===== src/rtl/core/assert_macros.svh =====
// ---------------------------------------------------------------------------
// Assertion macros
// Concurrent assertion wrappers for the RTL, empty when SYNTHESIS is set.
// ---------------------------------------------------------------------------
`ifndef ASSERT_MACROS_SVH
`define ASSERT_MACROS_SVH

`ifndef SYNTHESIS

// clocked assertion, disabled while reset is active
`define ASSERT_CLK(lbl, clk, rst_n, prop) \
    lbl: assert property (@(posedge clk) disable iff (!(rst_n)) (prop)) \
        else $error("assertion failed");

// clocked assertion that also holds during reset
`define ASSERT_ALWAYS(lbl, clk, prop) \
    lbl: assert property (@(posedge clk) (prop)) \
        else $error("assertion failed");

`else

`define ASSERT_CLK(lbl, clk, rst_n, prop)
`define ASSERT_ALWAYS(lbl, clk, prop)

`endif

`endif


===== src/rtl/core/erc_pkg.sv =====
// ---------------------------------------------------------------------------
// erc_pkg
// Shared types and constants of the receive frame classifier.
// ---------------------------------------------------------------------------
package erc_pkg;

    localparam logic [15:0] ETH_HDR_BYTES = 16'd14;
    localparam logic [15:0] ARP_MIN_BYTES = 16'd42;
    localparam logic [15:0] IPV4_MIN_BYTES = 16'd34;
    localparam logic [15:0] ETYPE_IPV4 = 16'h0800;
    localparam logic [15:0] ETYPE_ARP = 16'h0806;
    localparam logic [3:0] IP_VERSION_4 = 4'd4;
    localparam logic [3:0] IHL_MIN = 4'd5;
    localparam logic [7:0] PROTO_ICMP = 8'd1;
    localparam logic [7:0] PROTO_TCP = 8'd6;
    localparam logic [7:0] PROTO_UDP = 8'd17;
    localparam logic [31:0] IP_BROADCAST = 32'hFFFF_FFFF;
    localparam logic [15:0] POS_MAX = 16'hFFFF;

    // configuration register indexes
    localparam logic CFG_LOCAL_IP = 1'b0;
    localparam logic CFG_LOCAL_IP_VALID = 1'b1;

    typedef enum logic [2:0] {
        VERDICT_DROP = 3'd0,
        VERDICT_ARP  = 3'd1,
        VERDICT_ICMP = 3'd2,
        VERDICT_TCP  = 3'd3,
        VERDICT_UDP  = 3'd4
    } t_verdict;

    // header fields captured while a frame streams in
    typedef struct packed {
        logic [15:0] frame_type;
        logic [7:0]  ver_ihl;
        logic [15:0] total_len;
        logic [7:0]  protocol;
        logic [31:0] dest_addr;
    } t_hdr;

    // a finished frame waiting for its verdict
    typedef struct packed {
        logic        valid;
        t_hdr        hdr;
        logic [15:0] len;
    } t_frame;

endpackage


===== src/rtl/core/erc_capture.sv =====
// ---------------------------------------------------------------------------
// erc_capture
// Byte counter and header field capture; hands each finished frame to the
// verdict stage through a one-entry frame register.
// ---------------------------------------------------------------------------
`include "assert_macros.svh"

module erc_capture (
    input  logic              i_clk,
    input  logic              i_rst_n,
    input  logic              i_in_valid,
    output logic              o_in_stall,
    input  logic [7:0]        i_data_byte,
    input  logic              i_last,
    input  logic              i_take,
    output erc_pkg::t_frame   o_frame
);

    localparam logic [15:0] POS_ETYPE_HI = 16'd12;
    localparam logic [15:0] POS_ETYPE_LO = 16'd13;
    localparam logic [15:0] POS_VER_IHL  = 16'd14;
    localparam logic [15:0] POS_TLEN_HI  = 16'd16;
    localparam logic [15:0] POS_TLEN_LO  = 16'd17;
    localparam logic [15:0] POS_PROTO    = 16'd23;
    localparam logic [15:0] POS_DEST_0   = 16'd30;
    localparam logic [15:0] POS_DEST_1   = 16'd31;
    localparam logic [15:0] POS_DEST_2   = 16'd32;
    localparam logic [15:0] POS_DEST_3   = 16'd33;

    logic [15:0]     r_pos;
    erc_pkg::t_hdr   r_hdr;
    erc_pkg::t_frame r_frame;
    erc_pkg::t_hdr   n_hdr;
    logic [15:0]     n_pos;
    logic            accept;

    // hold input only while a finished frame cannot move on
    assign o_in_stall = r_frame.valid && !i_take;
    assign accept     = i_in_valid && !o_in_stall;
    assign n_pos      = (r_pos != erc_pkg::POS_MAX) ? r_pos + 16'd1 : erc_pkg::POS_MAX;

    always_comb begin
        n_hdr = r_hdr;
        unique case (r_pos)
            POS_ETYPE_HI: n_hdr.frame_type[15:8] = i_data_byte;
            POS_ETYPE_LO: n_hdr.frame_type[7:0]  = i_data_byte;
            POS_VER_IHL:  n_hdr.ver_ihl          = i_data_byte;
            POS_TLEN_HI:  n_hdr.total_len[15:8]  = i_data_byte;
            POS_TLEN_LO:  n_hdr.total_len[7:0]   = i_data_byte;
            POS_PROTO:    n_hdr.protocol         = i_data_byte;
            POS_DEST_0:   n_hdr.dest_addr[31:24] = i_data_byte;
            POS_DEST_1:   n_hdr.dest_addr[23:16] = i_data_byte;
            POS_DEST_2:   n_hdr.dest_addr[15:8]  = i_data_byte;
            POS_DEST_3:   n_hdr.dest_addr[7:0]   = i_data_byte;
            default: ;
        endcase
    end

    always_ff @(posedge i_clk) begin
        if (!i_rst_n) begin
            r_pos         <= '0;
            r_hdr         <= '0;
            r_frame.valid <= 1'b0;
        end else begin
            if (accept) begin
                if (i_last) begin
                    // clear for the next frame
                    r_pos <= '0;
                    r_hdr <= '0;
                end else begin
                    r_pos <= n_pos;
                    r_hdr <= n_hdr;
                end
            end
            if (accept && i_last) begin
                r_frame.valid <= 1'b1;
            end else if (i_take) begin
                r_frame.valid <= 1'b0;
            end
        end
        if (accept && i_last) begin
            r_frame.hdr <= n_hdr;
            r_frame.len <= n_pos;
        end
    end

    assign o_frame = r_frame;

    `ASSERT_CLK(a_clear_after_last, i_clk, i_rst_n, (accept && i_last) |=> (r_pos == '0))
    `ASSERT_CLK(a_frame_held, i_clk, i_rst_n,
        (r_frame.valid && !i_take) |=> (r_frame.valid && $stable(r_frame.len)))

endmodule


===== src/rtl/core/erc_judge.sv =====
// ---------------------------------------------------------------------------
// erc_judge
// Configuration registers, frame classification and the result register.
// ---------------------------------------------------------------------------
`include "assert_macros.svh"

module erc_judge (
    input  logic              i_clk,
    input  logic              i_rst_n,
    input  logic              i_cfg_we,
    input  logic              i_cfg_index,
    input  logic [31:0]       i_cfg_data,
    input  erc_pkg::t_frame   i_frame,
    output logic              o_take,
    output logic              o_out_valid,
    input  logic              i_out_stall,
    output logic [2:0]        o_verdict,
    output logic [5:0]        o_ip_header_bytes,
    output logic [15:0]       o_ip_total_bytes,
    output logic [15:0]       o_frame_bytes
);

    logic [31:0]       r_local_ip;
    logic              r_local_ip_valid;
    logic              r_out_valid;
    erc_pkg::t_verdict r_verdict;
    logic [5:0]        r_hdr_bytes;
    logic [15:0]       r_tot_bytes;
    logic [15:0]       r_len;

    erc_pkg::t_verdict n_verdict;
    logic [5:0]        n_hdr_bytes;
    logic [15:0]       n_tot_bytes;
    logic [3:0]        ver;
    logic [3:0]        ihl;
    logic [5:0]        hdr;
    logic [15:0]       len;
    logic [15:0]       tot;
    logic              ours;
    logic              hdr_ok;
    logic              load;

    assign len  = i_frame.len;
    assign tot  = i_frame.hdr.total_len;
    assign ver  = i_frame.hdr.ver_ihl[7:4];
    assign ihl  = i_frame.hdr.ver_ihl[3:0];
    assign hdr  = {ihl, 2'b00};
    assign ours = r_local_ip_valid && (i_frame.hdr.dest_addr == r_local_ip);

    // IPv4 header sanity; len is at least the IPv4 minimum wherever this is used
    assign hdr_ok = (ver == erc_pkg::IP_VERSION_4) && (ihl >= erc_pkg::IHL_MIN)
        && (len >= erc_pkg::ETH_HDR_BYTES + {10'd0, hdr})
        && (tot >= {10'd0, hdr}) && (tot <= len - erc_pkg::ETH_HDR_BYTES);

    always_comb begin
        n_verdict = erc_pkg::VERDICT_DROP;
        priority if (len < erc_pkg::ETH_HDR_BYTES) begin
            n_verdict = erc_pkg::VERDICT_DROP;
        end else if (i_frame.hdr.frame_type == erc_pkg::ETYPE_ARP) begin
            if (len >= erc_pkg::ARP_MIN_BYTES) begin
                n_verdict = erc_pkg::VERDICT_ARP;
            end
        end else if (i_frame.hdr.frame_type != erc_pkg::ETYPE_IPV4
                     || len < erc_pkg::IPV4_MIN_BYTES || !hdr_ok) begin
            n_verdict = erc_pkg::VERDICT_DROP;
        end else if (i_frame.hdr.protocol == erc_pkg::PROTO_ICMP) begin
            if (ours) begin
                n_verdict = erc_pkg::VERDICT_ICMP;
            end
        end else if (i_frame.hdr.protocol == erc_pkg::PROTO_TCP) begin
            if (ours) begin
                n_verdict = erc_pkg::VERDICT_TCP;
            end
        end else if (i_frame.hdr.protocol == erc_pkg::PROTO_UDP) begin
            if (ours || i_frame.hdr.dest_addr == erc_pkg::IP_BROADCAST) begin
                n_verdict = erc_pkg::VERDICT_UDP;
            end
        end else begin
            n_verdict = erc_pkg::VERDICT_DROP;
        end
    end

    // lengths are reported for IP verdicts only
    always_comb begin
        n_hdr_bytes = '0;
        n_tot_bytes = '0;
        if (n_verdict == erc_pkg::VERDICT_ICMP || n_verdict == erc_pkg::VERDICT_TCP
            || n_verdict == erc_pkg::VERDICT_UDP) begin
            n_hdr_bytes = hdr;
            n_tot_bytes = tot;
        end
    end

    assign o_take = !r_out_valid || !i_out_stall;
    assign load   = i_frame.valid && o_take;

    always_ff @(posedge i_clk) begin
        if (!i_rst_n) begin
            r_local_ip       <= '0;
            r_local_ip_valid <= 1'b0;
            r_out_valid      <= 1'b0;
        end else begin
            if (i_cfg_we) begin
                unique case (i_cfg_index)
                    erc_pkg::CFG_LOCAL_IP:       r_local_ip       <= i_cfg_data;
                    erc_pkg::CFG_LOCAL_IP_VALID: r_local_ip_valid <= i_cfg_data[0];
                    default: ;
                endcase
            end
            if (load) begin
                r_out_valid <= 1'b1;
            end else if (!i_out_stall) begin
                r_out_valid <= 1'b0;
            end
        end
        if (load) begin
            r_verdict   <= n_verdict;
            r_hdr_bytes <= n_hdr_bytes;
            r_tot_bytes <= n_tot_bytes;
            r_len       <= len;
        end
    end

    assign o_out_valid       = r_out_valid;
    assign o_verdict         = r_verdict;
    assign o_ip_header_bytes = r_hdr_bytes;
    assign o_ip_total_bytes  = r_tot_bytes;
    assign o_frame_bytes     = r_len;

    `ASSERT_CLK(a_drop_no_lengths, i_clk, i_rst_n,
        (r_out_valid && (r_verdict == erc_pkg::VERDICT_DROP || r_verdict == erc_pkg::VERDICT_ARP))
        |-> (r_hdr_bytes == '0 && r_tot_bytes == '0))
    `ASSERT_CLK(a_ip_hdr_min, i_clk, i_rst_n,
        (r_out_valid && (r_verdict == erc_pkg::VERDICT_ICMP || r_verdict == erc_pkg::VERDICT_TCP
        || r_verdict == erc_pkg::VERDICT_UDP)) |-> (r_hdr_bytes >= 6'd20 && r_len >= 16'd34))
    `ASSERT_CLK(a_result_kept, i_clk, i_rst_n,
        (r_out_valid && i_out_stall) |=> (r_out_valid && $stable(r_verdict)))

endmodule


===== src/rtl/core/eth_ipv4_rx_classifier.sv =====
// ---------------------------------------------------------------------------
// eth_ipv4_rx_classifier
// Byte-stream Ethernet receive classifier for ARP and IPv4 ICMP/TCP/UDP.
// ---------------------------------------------------------------------------
// Takes one frame byte per cycle while o_in_stall is low, starting at the
// destination MAC, with i_last on the final byte, and gives one result per
// frame: verdict (drop, ARP, ICMP, TCP, UDP), IPv4 header and total lengths,
// and the saturating frame length. The frame register loads on the edge
// that transfers the last byte; the result register loads from it once no
// stalled result is waiting in it. Input is stalled only while a finished
// frame and a stalled result both wait. Write local_ip (index 0) and
// local_ip_valid (index 1) while no frame is in flight.
module eth_ipv4_rx_classifier (
    input  logic        i_clk,
    input  logic        i_rst_n,
    input  logic        i_cfg_we,
    input  logic        i_cfg_index,
    input  logic [31:0] i_cfg_data,
    input  logic        i_in_valid,
    output logic        o_in_stall,
    input  logic [7:0]  i_data_byte,
    input  logic        i_last,
    output logic        o_out_valid,
    input  logic        i_out_stall,
    output logic [2:0]  o_verdict,
    output logic [5:0]  o_ip_header_bytes,
    output logic [15:0] o_ip_total_bytes,
    output logic [15:0] o_frame_bytes
);

    erc_pkg::t_frame frame;
    logic            take;

    erc_capture u_capture (
        .i_clk       (i_clk),
        .i_rst_n     (i_rst_n),
        .i_in_valid  (i_in_valid),
        .o_in_stall  (o_in_stall),
        .i_data_byte (i_data_byte),
        .i_last      (i_last),
        .i_take      (take),
        .o_frame     (frame)
    );

    erc_judge u_judge (
        .i_clk             (i_clk),
        .i_rst_n           (i_rst_n),
        .i_cfg_we          (i_cfg_we),
        .i_cfg_index       (i_cfg_index),
        .i_cfg_data        (i_cfg_data),
        .i_frame           (frame),
        .o_take            (take),
        .o_out_valid       (o_out_valid),
        .i_out_stall       (i_out_stall),
        .o_verdict         (o_verdict),
        .o_ip_header_bytes (o_ip_header_bytes),
        .o_ip_total_bytes  (o_ip_total_bytes),
        .o_frame_bytes     (o_frame_bytes)
    );

endmodule


===== config.mk =====
export PLATFORM = sky130hd
export DESIGN_NAME = eth_ipv4_rx_classifier
export DESIGN_NICKNAME = d
export VERILOG_FILES = /design/src/rtl/core/erc_pkg.sv /design/src/rtl/core/erc_capture.sv /design/src/rtl/core/erc_judge.sv /design/src/rtl/core/eth_ipv4_rx_classifier.sv
export VERILOG_INCLUDE_DIRS = /design/src /design/src/rtl/core
export SDC_FILE = /design/constraint.sdc
export NUM_CORES = 1
export LEC_CHECK = 0
export BUFFER_PORTS_ARGS = -buffer_cell sky130_fd_sc_hd__buf_2
export CAP_MARGIN = 20
export CELL_PAD_IN_SITES_DETAIL_PLACEMENT = 1
export CELL_PAD_IN_SITES_GLOBAL_PLACEMENT = 1
export CORE_MARGIN = 3
export CORE_UTILIZATION = 35
export CTS_BUF_LIST = sky130_fd_sc_hd__clkbuf_2 sky130_fd_sc_hd__clkbuf_4 sky130_fd_sc_hd__clkbuf_8
export DETAILED_ROUTE_END_ITERATION = 10
export PLACE_DENSITY_LB_ADDON = 0.1
export SKIP_CTS_REPAIR_TIMING = 1
export SYNTH_ARGS = -nofsm -noshare
export SYNTH_HDL_FRONTEND = slang
export SYNTH_SLANG_ARGS = --single-unit
export TNS_END_PERCENT = 100

===== constraint.sdc =====
create_clock -name i_clk -period 4.5 [get_ports i_clk]
set_input_delay 0.45 -clock i_clk [delete_from_list [all_inputs] [get_ports i_clk]]
set_output_delay 0.45 -clock i_clk [all_outputs]
set_load 0.03 [all_outputs]

---- Word level (Yosys, flattened, before mapping) ----
Index checks and enable logic that the tools add are counted.
word-level totals
  output and inout port bits .............. 43
  RAM bits ................................ 0
  flip-flop bits (word level) ............. 268
  input port bits ......................... 47
  memories kept ........................... 0
  logic and storage cells ................. 105
  ROM bits ................................ 0
  bits in latches ......................... 0
operators by class
  muxes and demuxes ....................... 27
  div/mod/pow operators ................... 0
  shifts and indexed selects .............. 0
  order comparisons ....................... 7
  $mul .................................... 0
  reduce and logical (&&, ||, !) cells .... 23
  add/subtract/negate cells ............... 3
  eq/ne operators ......................... 23
  bitwise gates (word level) .............. 1
operator list
  cell                                                                        count
  16-bit by 5-bit equality test with 1-bit output (second input constant)     5
  8-bit two-way mux                                                           10
  80-bit two-way mux                                                          1
  16-bit by 4-bit equality test with 1-bit output (second input constant)     3
  16-bit by 6-bit equality test with 1-bit output (second input constant)     2
  32-bit equality test                                                        1
  32-bit equality test (second input constant)                                1
  16-bit two-way mux                                                          2
  3-bit two-way mux                                                           7
  16-bit by 1-bit adder with 16-bit output (second input constant)            1
  16-bit by 12-bit equality test with 1-bit output (second input constant)    1
  16-bit >= comparator                                                        1
  16-bit by 6-bit >= comparator with 1-bit output                             1
  16-bit by 6-bit >= comparator with 1-bit output (second input constant)     1
  16-bit less-or-equal comparator                                             1
  16-bit by 4-bit < comparator with 1-bit output (second input constant)      1
  16-bit by 6-bit < comparator with 1-bit output (second input constant)      1
  16-bit by 12-bit inequality test with 1-bit output (second input constant)  1
  16-bit inequality test (second input constant)                              1
  16-bit by 4-bit subtractor with 16-bit output (second input constant)       1
  1-bit logical AND                                                           9
  8-bit by 1-bit equality test with 1-bit output (second input constant)      1
  8-bit by 3-bit equality test with 1-bit output (second input constant)      1
  8-bit by 5-bit equality test with 1-bit output (second input constant)      1
  13 further kinds                                                            29

---- Depth between registers and ports, before layout ----
Gate-level depths: netlist of run 1.
  depth after elaboration ................. 13
  mapped depth ............................ 14
  gate-level depth less buffers ........... 13

---- Cells and area by module ----
From an unflattened synthesis of run 1, not the netlist that was laid out.
unflattened totals
  cell total of the unflattened synthesis .. 1153
  area total of the unflattened synthesis .. 12894.9 um^2
by module, submodules not included
  module       instances  area an instance (um^2)  cells each  sequential area each (um^2)
  erc_capture  1          8599.5                   719         4824.6
  erc_judge    1          4295.4                   434         1851.8

---- Least setup slack after synthesis of run 1 ----
OpenSTA, ideal clock, no wires.
  path kind ............................... input to register
  start point ............................. in i_out_stall
  end point ............................... reg u_judge.r_len[0], in the netlist u_judge.o_frame_bytes[0], enable pin
  setup time .............................. 495 ps
  data arrival time ....................... 3328 ps
  required time ........................... 4005 ps
  cell stages on the path ................. 1
  path buffers ............................ 0
  path slack .............................. 677 ps
  path through ............................ a21boi_0
on the way
  longest elaborated chain between the ends .. 3
RTL lines
  element               line                          RTL
  start, declared       eth_ipv4_rx_classifier.sv:24  input logic i_out_stall,
  1-bit zero test       erc_judge.sv:94               assign o_take = !r_out_valid || !i_out_stall;
  1-bit logical OR      erc_judge.sv:94
  1-bit logical AND     erc_judge.sv:95               assign load = i_frame.valid && o_take;
  end signal, assigned  erc_judge.sv:120              r_len <= len;
  end, declared         erc_judge.sv:29               logic [15:0] r_len;
Every way passes these cells.
A chain may end at the register's enable or synchronous reset.

---- Worst setup path after layout of run 1 ----
  start point ............................. reg u_capture.o_frame[1] (netlist name)
  end point ............................... reg u_judge.r_tot_bytes[6], in the netlist u_judge.o_ip_total_bytes[6], data pin
on the way
  longest elaborated chain between the ends .. 12
  elaborated cells between the ends (all ways) .. 21
  classes of those cells .................. add/sub: 1; order compare: 5; eq/ne: 3; mux: 4; reduce/logical: 8
RTL lines
  element                                                                                                line              RTL
  parallel branches: the longest is 8 deep, another holds 16-bit by 4-bit subtractor with 16-bit output  -
  3-bit two-way mux *                                                                                    erc_judge.sv:57   priority if (len < erc_pkg::ETH_HDR_BYTES) begin
  3-bit by 2-bit equality test with 1-bit output                                                         erc_judge.sv:87   if (n_verdict == erc_pkg::VERDICT_ICMP || n_verdict == erc_pkg::VERDICT_TCP
  1-bit logical OR                                                                                       erc_judge.sv:87
  1-bit logical OR *                                                                                     erc_judge.sv:88   || n_verdict == erc_pkg::VERDICT_UDP) begin
  end signal, assigned                                                                                   erc_judge.sv:119  r_tot_bytes <= n_tot_bytes;
  end, declared                                                                                          erc_judge.sv:28   logic [15:0] r_tot_bytes;
Mark *: on every way between the ends.

==> results of run 1 <==
==> cell usage in the layout (no fill, tap or decap), drive strengths merged, types with 22 or more instances in the layout <==
cell,instances
edfxtp,135
dfxtp,131
nand2,105
buf,97
mux2,81
clkbuf,71
nor2b,58
a22o,45
a22oi,44
xor2,36
a21boi,35
ha,33
nor2,31
o21ai,25
nand3,24
a21oi,22
==> through the flow <==
| step | cell area (sq um) | setup slack (ps) | hold WS, ps |
|---|---|---|---|
| after floorplan | 12100 | 677 | 437 |
| after global placement | 13000 | 608 | 450 |
| after detailed placement | 13000 | 474 | 451 |
| after CTS | 14000 | 454 | 86.9 |
| after global routing | 14000 | 145 | 104 |
| final | 14000 | 514 | 125 |
==> cells by family after synthesis <==
kind of cell	share of synthesized area, %
other	0.0310
DFF	55.2
buffers and inverters	2.37
muxes	7.54
xor gates and xnor gates	3.69
and+or+nand+nor	15.1
adders and majority gates	3.41
AOI/OAI and AO/OA	12.7
==> metal layers <==
metal	vias to the layer above	global-route usage [%]
met3	39	2.63
met4	0	4.29
li1	3981	-
met1	4084	27.6
met5	-	0
met2	142	27.2
==> power by group through the flow <==
stage	registers [mW]	logic, mW	clock network (mW)
after CTS	2.64	0.294	2.40
after global placement	2.69	0.291	0
after detailed placement	2.69	0.293	0
final	2.63	0.289	2.33
after floorplan	2.69	0.164	0
after global routing	2.64	0.320	2.52
==> sequential cells by signal, summed over array words and instances (netlist names), 3 cells and up <==
register and cells:
u_judge.o_frame_bytes 16, u_judge.o_ip_total_bytes 16, u_capture.r_pos 16, u_judge.r_local_ip 32, u_capture.r_hdr 80, u_judge.o_ip_header_bytes 4, u_capture.o_frame 97, u_judge.o_verdict 3
==> path summary, 6_finish.rpt <==
| path | startpoint | end |
|---|---|---|
| min reg2reg | u_capture.r_hdr[57]$_SDFFE_PN0P_ | u_capture.r_hdr[57]$_SDFFE_PN0P_ |
| min | i_cfg_data[27] | u_judge.r_local_ip[27]$_SDFFE_PN0P_ |
| max | u_capture.o_frame[1]$_DFFE_PP_ | u_judge.o_ip_total_bytes[6]$_SDFFCE_PN0P_ |
| max reg2reg | u_capture.o_frame[1]$_DFFE_PP_ | u_judge.o_ip_total_bytes[6]$_SDFFCE_PN0P_ |
==> final cells by class <==
| cell class | instances | area (sq um) |
|---|---|---|
| fillers | 3672 | 19800 |
| flip-flops and latches | 266 | 6680 |
| multi-input cells | 687 | 5160 |
| clock buffers | 71 | 871 |
| well taps | 448 | 561 |
| repair buffers | 97 | 510 |
| clock inverters | 19 | 124 |
| inverters | 17 | 65.1 |
==> critical path: cells and delay by family, from the launching register on <==
kind | cells | cell delay (ps)
AOI/OAI and AO/OA | 4 | 900
xor gates and xnor gates | 1 | 140
adders and majority gates | 2 | 550
buffers and inverters | 1 | 240
DFF | 1 | 510
and+or+nand+nor | 6 | 1480
==> metrics.txt, run 1 <==
port bufs=87; RSZ-0062 raised after global routing=no; via count=8,246; FF-to-FF path depth=14; max-cap viol count=0; worst endpoint required time=4880 ps; post-synthesis sequential area ratio=55.2%; Ports=90; clock share of power=44.4%; Die Width=192 microns; Inst Count DP=1,515; #FFs+latches synth=266; Max VDD drop=205 uV; GRT Util Overall=18.2%; post-layout power=5.26 mW; clock slew at reported path FFs=60 ps; vias in the first global route=8,329; # setup viols final=0; Min-Delay Path Class=input pin to flop; Synth top area share=33.5%; Layout Cells excl Fill=1,605; reg-to-reg slack, setup=510 ps; min cycle time layout=3990 ps; area of the mapped netlist=12,100 sq um; Slew headroom=44.0%; ys flop type=edfxtp_1; crit-path max cell delay=630 ps; Synth area leaders=edfxtp_1 (33%), dfxtp_1 (22%), mux2_2 (7.5%); EDFF count, synth=135; Leakage=5.29 nW; Vias per Instance=5.14; Power Density=376 nW/um^2; initial antenna violation count=0; Syn Inst Count=1,015; share of layout cells above drive strength 1=25.8%; asr flop ratio synth=0%; Cell Rows=67; # diodes=0; DIE AREA=36,800 sq um; largest net degree at the start of global routing=74; GR Overflow Total=0; Setup TNS=0 ps; top sig layer=met4; fin crit share=88.6%; status=finished clean; Least-Margin Pin Slew=839 ps; number of buffers created by CTS=48; Sw Ratio=24.1%; f_max=0.251 GHz; Metal-1 WL=16,900 microns; drt first pass iters=5; Commonest cells post-synth=edfxtp_1 (135), dfxtp_1 (131), nand2_1 (102); Detail Route Antenna Nets=0; worst skew pair latency=570 ps; Fin Clk Skew=21.8 ps; DR DRC count=0; # clock sinks=266; Max Buffers Root-to-Sink=3; Final nets=1,197; Core Box Area=33,800 sq um; combinational power share=5.5%; met3 WL=1190 microns; DR iter-0 viols=464; met2 WL=14,800 microns; Fin. Hold Viols=0; Initial Utilization=35.8%; DRT Wirelength=33,300 microns; final design utilization=41.4%; height of the die=192 microns; first-pass GRT wire length=51,400 microns; Root Driver=clkbuf_8; Setup crit end kind=flop; Min-Delay Path Depth=3; Sequential Power Share=50.1%; Synth cell types=65; DR WL/cell=20.8 microns; Cell Chain, Critical Path=ha_1 > a21oi_1 > nand2b_1 > nor4_1 > nor2b_1 > xnor2_1 > ha_1 > nand4_1 > nor2_1 > a221o_1 > a211oi_1 > o2111ai_2 > buf_4 > nor3b_1; fin. max-slew vios=0; GP Congestion=0.775; Area Overhead vs Synth=15.4%; htree depth=2; Syn. warnings=0; crit path kind=flop to flop; CP dominant cell by count=ha_1; Int Power=3.99 mW; most frequent cell after synthesis=edfxtp_1; CP Data Arrival Time=4370 ps; Psw=1.27 mW; Setup crit start kind=flop; hpwl dp=22,900 microns; syn avg cell area=11.9 sq um; slowest cell on the critical path=nor4_1; crit-path max FO=23; CTS tree=yes; leading area contributor after synthesis=edfxtp_1
No activity file was read; power rests on OpenSTA's default activity.
==> run 2, diff against run 1 <==
==> constraint.sdc (replaced) <==
create_clock -name i_clk -period 3.6 [get_ports i_clk]
set_input_delay 0.36 -clock i_clk [delete_from_list [all_inputs] [get_ports i_clk]]
set_output_delay 0.36 -clock i_clk [all_outputs]
set_load 0.03 [all_outputs]
==> run 2 against run 1 <==
  * Count of clock-buffer cells in the layout fell by 5
  * Global-route usage rose by 0.19 points
  * Non-clock buffer count rose by 11
  * Clock power rose by 23%
  * Die area did not move
  * Worst setup slack got worse by 370 ps
  * Final area rose by 0.98%
  * Cell count rose by 0.69%
  * Sequential share of layout area fell by 0.46 points
  * Highest routed layer unchanged
  * Via count rose by 0.53%
==> metrics.txt, run 2 (synthesized netlist as in run 1, its figures left out) <==
Final Instance Area=14,100 sq um (was 14,000 sq um); Setup crit start kind=flop (unchanged); Min-Delay Path Class=input pin to flop (unchanged); GRT Util Overall=18.4% (was 18.2%); port bufs=87 (unchanged); Setup crit end kind=flop (unchanged); Detail Route Antenna Nets=0 (unchanged); CP Data Arrival Time=3850 ps (was 4370 ps); DP Area=13,100 sq um (was 13,000 sq um); initial antenna violation count=0 (unchanged); met2 WL=14,800 microns (about the same); Leakage=5.36 nW (was 5.29 nW); Ports=90 (unchanged); DR WL/cell=20.7 microns (was 20.8 microns); Initial Utilization=35.8% (unchanged); status=finished clean (unchanged); most frequent cells in the layout=edfxtp_1 (135), dfxtp_1 (131), nand2_1 (102) (unchanged); htree depth=2 (unchanged); Inst Count DP=1,523 (was 1,515); Die Width=192 microns (unchanged); Min-Delay Path Depth=3 (unchanged); vias in the first global route=8,609 (was 8,329); Cell Chain, Critical Path=nand3_1 > nor3b_4 > nand2_1 > or2_2 > nor3_2 > xnor2_1 > ha_1 > nand4_1 > nor2_1 > a221o_1 > a211oi_1 > o2111ai_2 > buf_6 > nor3b_1 (was ha_1 > a21oi_1 > nand2b_1 > nor4_1 > nor2b_1 > xnor2_1 > ha_1 > nand4_1 > nor2_1 > a221o_1 > a211oi_1 > o2111ai_2 > buf_4 > nor3b_1); crit-path max cell delay=440 ps (was 630 ps); DIE AREA=36,800 sq um (unchanged); DRT Wirelength=33,500 microns (was 33,300 microns); Area Overhead vs Synth=16.6% (was 15.4%); Reg area=6680 sq um (unchanged); slowest cell on the critical path=edfxtp_1 (was nor4_1); Hold Slack=47.2 ps (was 125 ps); worst endpoint required time=4000 ps (was 4880 ps); first-pass GRT wire length=52,100 microns (was 51,400 microns); # diodes=0 (unchanged); # clock sinks=266 (unchanged); GR Overflow Total=0 (unchanged); Power Density=463 nW/um^2 (was 376 nW/um^2); Fillers=3,615 (was 3,672); Fin. Hold Viols=0 (unchanged); drt first pass iters=4 (was 5); worst skew pair latency=570 ps (about the same); area of the multi-input gates=5200 sq um (was 5160 sq um); min cycle time layout=3450 ps (was 3990 ps); DR DRC count=0 (unchanged); Setup TNS=0 ps (unchanged); Core Box Area=33,800 sq um (unchanged); Final nets=1,208 (was 1,197); FF-to-FF path depth=14 (unchanged); Least-Margin Pin Slew=854 ps (was 839 ps); hpwl dp=23,100 microns (was 22,900 microns); Slew headroom=43.1% (was 44.0%); max FFs per register=97 (unchanged); Vias per Instance=5.13 (was 5.14); # setup viols final=0 (unchanged); fin crit share=95.9% (was 88.6%); crit-path max FO=23 (unchanged); max-cap viol count=0 (unchanged); Max Buffers Root-to-Sink=3 (unchanged); number of buffers created by CTS=48 (unchanged); clock slew at reported path FFs=60 ps (about the same); Cell Rows=67 (unchanged); Metal-1 WL=16,800 microns (was 16,900 microns); Fin Clk Skew=30.6 ps (was 21.8 ps); crit path kind=flop to flop (unchanged); commonest non-fill, non-tap cell in the layout=edfxtp_1 (unchanged); GP Congestion=0.771 (was 0.775); largest net degree at the start of global routing=88 (was 74); height of the die=192 microns (unchanged); f_max=0.290 GHz (was 0.251 GHz); CTS tree=yes (unchanged); Layout Cells excl Fill=1,616 (was 1,605); met3 WL=1330 microns (was 1190 microns); fin. max-slew vios=0 (unchanged); Root Driver=clkbuf_8 (unchanged); post-layout power=6.53 mW (was 5.26 mW); share of layout cells above drive strength 1=26.9% (was 25.8%); DR iter-0 viols=410 (was 464); Max VDD drop=223 uV (was 205 uV); top sig layer=met4 (unchanged); via count=8,290 (was 8,246)
==> run 2: through the flow <==
step / setup slack [ps] / utilization, %
floorplan: 217 / -
global placement: 138 / 38.7
detailed placement: -32.0 / 38.7
CTS: -72.4 / 41.5
global route: -19.9 / 41.8
finish: 146 / 41.8
==> run 2: cell type report <==
class | count | share of cell area (%)
Clock buffer | 66 | 5.91
Clock inverter | 24 | 0.976
Inverter | 17 | 0.461
Multi-Input combinational cell | 687 | 36.9
Sequential cell | 266 | 47.3
Tap cell | 448 | 3.97
Timing Repair Buffer | 108 | 4.46
==> run 2: routing by layer <==
layer / vias up / global-route usage (%)
li1: 4015 / -
met1: 4095 / 27.3
met2: 137 / 28.1
met3: 43 / 2.66
met4: 0 / 4.32
met5: - / 0
==> run 2: path summary, 6_finish.rpt <==
check                             startpoint  slack, ps                                    endpoint
max           u_capture.o_frame[1]$_DFFE_PP_        150  u_judge.o_ip_total_bytes[14]$_SDFFCE_PN0P_
min reg2reg  u_capture.r_hdr[7]$_SDFFE_PN0P_        470             u_capture.r_hdr[7]$_SDFFE_PN0P_
min                           i_cfg_data[27]         50         u_judge.r_local_ip[27]$_SDFFE_PN0P_
max reg2reg   u_capture.o_frame[1]$_DFFE_PP_        150  u_judge.o_ip_total_bytes[14]$_SDFFCE_PN0P_
==> run 2: critical path: cells and delay by family (launching register included) <==
family                   cells  cell delay [ps]
adder cells (fa/ha/maj)      1              280
buffers and inverters        1              220
AND/OR/NAND/NOR              8             1500
flip-flops                   1              440
XOR/XNOR                     1              150
AO/OA/AOI/OAI                3              690
==> run 2: power breakdown <==
group | internal (mW) | total (mW) | switching, mW
clock network | 1.58 | 2.86 | 1.29
registers | 3.24 | 3.29 | 0.0508
logic | 0.125 | 0.376 | 0.252
total | 4.94 | 6.53 | 1.59
